### src/sv/sgm_pkg.sv
package sgm_pkg;
	localparam int MAX_WIDTH_DEF = 1024;
	localparam int HEIGHT_CAP    = 4096;
	localparam logic [10:0] WIDTH_RESET  = 11'd640;
	localparam logic [12:0] HEIGHT_RESET = 13'd480;
	localparam logic [0:0] REG_WIDTH  = 1'b0;
	localparam logic [0:0] REG_HEIGHT = 1'b1;

	typedef enum logic [1:0] {
		ST_IDLE,
		ST_ROOT,
		ST_OUT
	} state_t;

	// controller to datapath
	typedef struct packed {
		logic take_pixel;
		logic start_root;
		logic root_step;
		logic load_out;
		logic restart;
	} cmd_t;

	// datapath to controller
	typedef struct packed {
		logic interior;
		logic root_done;
	} sts_t;
endpackage

### src/sv/sgm_ctrl.sv
module sgm_ctrl (
	input  logic          clk,
	input  logic          arst_n,
	input  logic          in_valid,
	input  logic          out_free,
	input  logic          restart,
	input  sgm_pkg::sts_t sts,
	output sgm_pkg::cmd_t cmd,
	output logic          in_ready
);
	sgm_pkg::state_t state_q, state_d;

	always_ff @(posedge clk or negedge arst_n) begin
		if (!arst_n) state_q <= sgm_pkg::ST_IDLE;
		else         state_q <= state_d;
	end

	always_comb begin
		state_d = state_q;
		case (state_q)
			sgm_pkg::ST_IDLE: begin
				if (in_valid && sts.interior) state_d = sgm_pkg::ST_ROOT;
			end
			sgm_pkg::ST_ROOT: begin
				if (sts.root_done) state_d = sgm_pkg::ST_OUT;
			end
			sgm_pkg::ST_OUT: begin
				if (out_free) state_d = sgm_pkg::ST_IDLE;
			end
			default: state_d = sgm_pkg::ST_IDLE;
		endcase
	end

	always_comb begin
		cmd = '0;
		in_ready = 1'b0;
		cmd.restart = restart;
		case (state_q)
			sgm_pkg::ST_IDLE: begin
				in_ready = 1'b1;
				cmd.take_pixel = in_valid;
				cmd.start_root = in_valid && sts.interior;
			end
			sgm_pkg::ST_ROOT: cmd.root_step = 1'b1;
			sgm_pkg::ST_OUT:  cmd.load_out = out_free;
			default: ;
		endcase
	end
endmodule

### config.mk
export PLATFORM = sky130hd
export DESIGN_NAME = sgm_ctrl
export DESIGN_NICKNAME = d
export VERILOG_FILES = /design/src/sv/sgm_pkg.sv /design/src/sv/sgm_ctrl.sv
export SDC_FILE = /design/constraint.sdc
export NUM_CORES = 1
export LEC_CHECK = 0
export BUFFER_PORTS_ARGS = -buffer_cell sky130_fd_sc_hd__buf_2
export CAP_MARGIN = 10
export CORE_AREA = 2 2 39 41
export DETAILED_ROUTE_END_ITERATION = 8
export DIE_AREA = 0 0 41 43
export PLACE_DENSITY = 0.36
export SETUP_SLACK_MARGIN = 0.02
export SYNTH_ARGS = -nofsm -noshare
export SYNTH_HDL_FRONTEND = slang
export SYNTH_SLANG_ARGS = --single-unit
### constraint.sdc
create_clock -name clk -period 1.6 [get_ports clk]
set_clock_uncertainty 0.1 [all_clocks]
set_input_delay 0.32 -clock clk [delete_from_list [all_inputs] [get_ports clk]]
set_output_delay 0.32 -clock clk [all_outputs]
set_load 0.1 [all_outputs]
======== Yosys cells after proc, flatten, opt, wreduce, memory -nomap -nowiden ========
Index checks and enable logic that the tools add are counted.
word-level totals
  output and inout bits ................... 6
  input port bits ......................... 7
  register bits ........................... 2
  logic and storage cells ................. 17
cells by class
  mux-type cells .......................... 8
  equal/unequal tests ..................... 5
  reduce and logical (&&, ||, !) cells .... 3
operator list
  cell                  number
  $mux W2               4
  $ne A2 B2 Y1 const B  3
  $pmux W2 S3           1
  $mux W1               3
  $reduce_and A3 Y1     1
  $eq A2 B1 Y1 const B  1
  $eq A2 B2 Y1 const B  1
  $logic_not A2 Y1      1
  $logic_and A1 B1 Y1   1

======== Longest topological paths before layout ========
  depth after elaboration ................. 3
  gate-level depth with buffers ........... 2

======== Worst setup path after synthesis ========
Ideal clock, no wire load.
  path type ............................... register to output
  start ................................... reg state_q[0]
  end ..................................... out cmd[3] in the netlist's numbering
  arrival time ............................ 2,163 ps
  slack ................................... -983 ps
  data required time ...................... 1,180 ps
  buffers on the path ..................... 0
  stages on the path, launching flop included .. 3
  path through ............................ dfrtp_1 > nor2_2 > and3_1
RTL lines
  what                      line            RTL
  start: declaration        sgm_ctrl.sv:11  sgm_pkg::state_t state_q, state_d;
  start signal: assignment  sgm_ctrl.sv:14  if (!arst_n) state_q <= sgm_pkg::ST_IDLE;
  start signal: assignment  sgm_ctrl.sv:15  else state_q <= state_d;
  end: declaration          sgm_ctrl.sv:8   output sgm_pkg::cmd_t cmd,

==> results.txt <==
status: finished clean
CTS root buffer: clkbuf_4
Final Critical Period: 1.56 ns
max-slew violations: 0
Worst-Margin Slew: 0.201 ns
Placed Cells: 38
Synth Area in Compound Gates: 14.4%
grt ovf: 0
Seq/Total Area, Yosys: 38.5%
Initial DRT Pass Iterations: 2
TritonCTS clock tree: yes
Largest regs: state_q: 2 flops
wire length per cell: 7.60 µm
DRC: 0
Worst-Skew Late Latency: 0.22 ns
crit-path leading delay family: flip-flops
die area: 1760 µm²
simple logic cell fraction of the synthesized area: 32.7%
reg2reg setup slack: 0.55 ns
number of distinct library cells after synthesis: 12
most flop-heavy register: state_q
largest family of logic cells by synthesized area: simple AND/OR/NAND/NOR gates
final setup fails: 0
Synth Warn #: 0
CP startpoint kind: flop
layout net count: 38
CP max FO: 4
max_cap viols: 0
GRT Total Usage: 5.52%
GPL Wtd Cong: 0.534
CTS Buf Count: 3
vias in the first global route: 145
core footprint: 1380 µm²
XOR/XNOR Fraction of Synth Area: 0%
max reg flops: 2
Hold Vio Cnt, Final: 0
Yosys reg bits: 2
post-synthesis mux area share: 0%
Slowest cell on crit path: dfrtp_2
fin crit share: 97.6%
Clock Tree Buf Depth: 2
ANT cells: 0
DRC marker count from the first detailed-route iteration: 2
initial antenna violation count: 0
row count: 14
max incr delay on CP: 0.42 ns
routed via count: 148
endpoint class of the critical path: output port
final WL: 342 µm
Hold Path Class: input port to flop
crit path cell chain: nor2_4, and3_4, buf_12
TritonCTS Sinks: 2
first-pass GRT wire length: 558 µm
clock slew at reported path FFs: 0.03 ns
RSZ-0062 raised after global routing: true
Layout Cells excl Fill: 45
dpl hpwl: 290 µm
synthesized net count: 21
vias per cell: 3.29
relative slew slack: 86.6%
Post-Synth Adder-Cell Area: 0%
Cell Pwr Density: 1650 nW/µm²
I/O Buffers: 10
synth-to-layout area growth: 160%
Leak: 0.164 nW
Worst EP required: 1.18 ns
largest net degree at the start of global routing: 5
Setup CP Type: flop to output port
Cells after Synth: 14
Post-Syn Area: 130 µm²
Max Clk Rate: 641 MHz
CP Data Arrival Time: 1.14 ns
I/O pins: 13
Die Y: 43 µm
commonest cells after routing, fill and taps aside: buf_2 (5), buf_12 (5), clkbuf_4 (3), buf_4 (3)
mean post-synth cell area: 9.29 µm²
CP bufs+invs: 1
Final ANT Viol Nets: 0
Initial Utilization: 9.40%
layout cell share with drive strength beyond 1: 82.8%
Finished Cell Area: 338 µm²
VDD IR max: 443 µV
Die X: 41 µm
Setup Total Neg Slack: 0 ns
placed instance area: 280 µm²
H-tree Lvls: 1
-- cell usage after synthesis (all sizes together) --
cell	instances	share of area [%]
nand2	1	2.9
a32o	1	8.7
dfrtp	2	38
a21o	1	5.8
inv	1	2.9
and3	1	4.8
nor2	2	7.7
buf	2	12
nor2b	1	6.7
and2	1	4.8
nor3b	1	5.8
-- final timing paths --
check | start | cells past startpoint | endpoint
worst max-delay path | state_q[1] | 3 | cmd[3]
worst min-delay path | sts[0] | 2 | state_q[1]
worst max register to register | state_q[1] | 3 | state_q[1]
worst min register to register | state_q[1] | 2 | state_q[1]
max in group asynchronous | arst_n | 2 | state_q[0]
min in group asynchronous | arst_n | 2 | state_q[1]
-- report_power, final --
part           total, mW  internal [mW]  switching [mW]
combinational      0.370          0.146           0.224
sequential        0.0752         0.0626          0.0125
clock              0.112         0.0828          0.0291
-- final cells by class --
| cell class | instances | area [µm²] |
|---|---|---|
| flip-flops and latches | 2 | 52.6 |
| repair buffers | 14 | 158 |
| well taps | 16 | 20.0 |
| inverters | 1 | 3.75 |
| clock buffers | 3 | 22.5 |
| multi-input cells | 9 | 81.3 |
| fillers | 146 | 1050 |
-- worst reg2reg max path, cell delays in order (launching register included) --
cell and delay (ns):
dfrtp_2 0.42, buf_4 0.14, nor3b_1 0.12, a21o_1 0.15
-- routing by layer --
metal	wire (µm)	share of wire [%]	global-route usage [%]
met1	153	45	4.81
met2	144	42	6.88
met3	43	13	4.71
met4	0	0	6.00
met5	0	0	0
-- stage by stage --
| stage | total power [mW] | hold WS (ns) | utilization [%] | setup WS (ns) |
|---|---|---|---|---|
| after global routing | 0.592 | 0.218 | 24.4 | -0.00780 |
| after floorplan | 0.317 | -0.0756 | - | -0.259 |
| after CTS | 0.561 | 0.213 | 23.8 | 0.0280 |
| final | 0.557 | 0.216 | 24.4 | 0.0388 |
| after global placement | 0.418 | 0.00546 | 20.3 | 0.207 |
| after detailed placement | 0.420 | 0.00768 | 20.3 | 0.200 |
-- cell families (layout without fill, tap and decap cells) --
kind of cell / Yosys count / after routing
AND/OR/NAND/NOR: 7 / 7
flip-flops: 2 / 2
buffers and inverters: 3 / 18
AO/OA/AOI/OAI: 2 / 2
-- what timing repair did --
item                                    in CTS  in global routing
resized for setup                            1                  1
endpoints found under the setup margin       3                  1
hold endpoints to repair                     2                  0
hold buffers                                 1                  0
pin swaps                                    1                  2
buffers inserted                             2                  1
No activity file was read; power rests on OpenSTA's default activity.
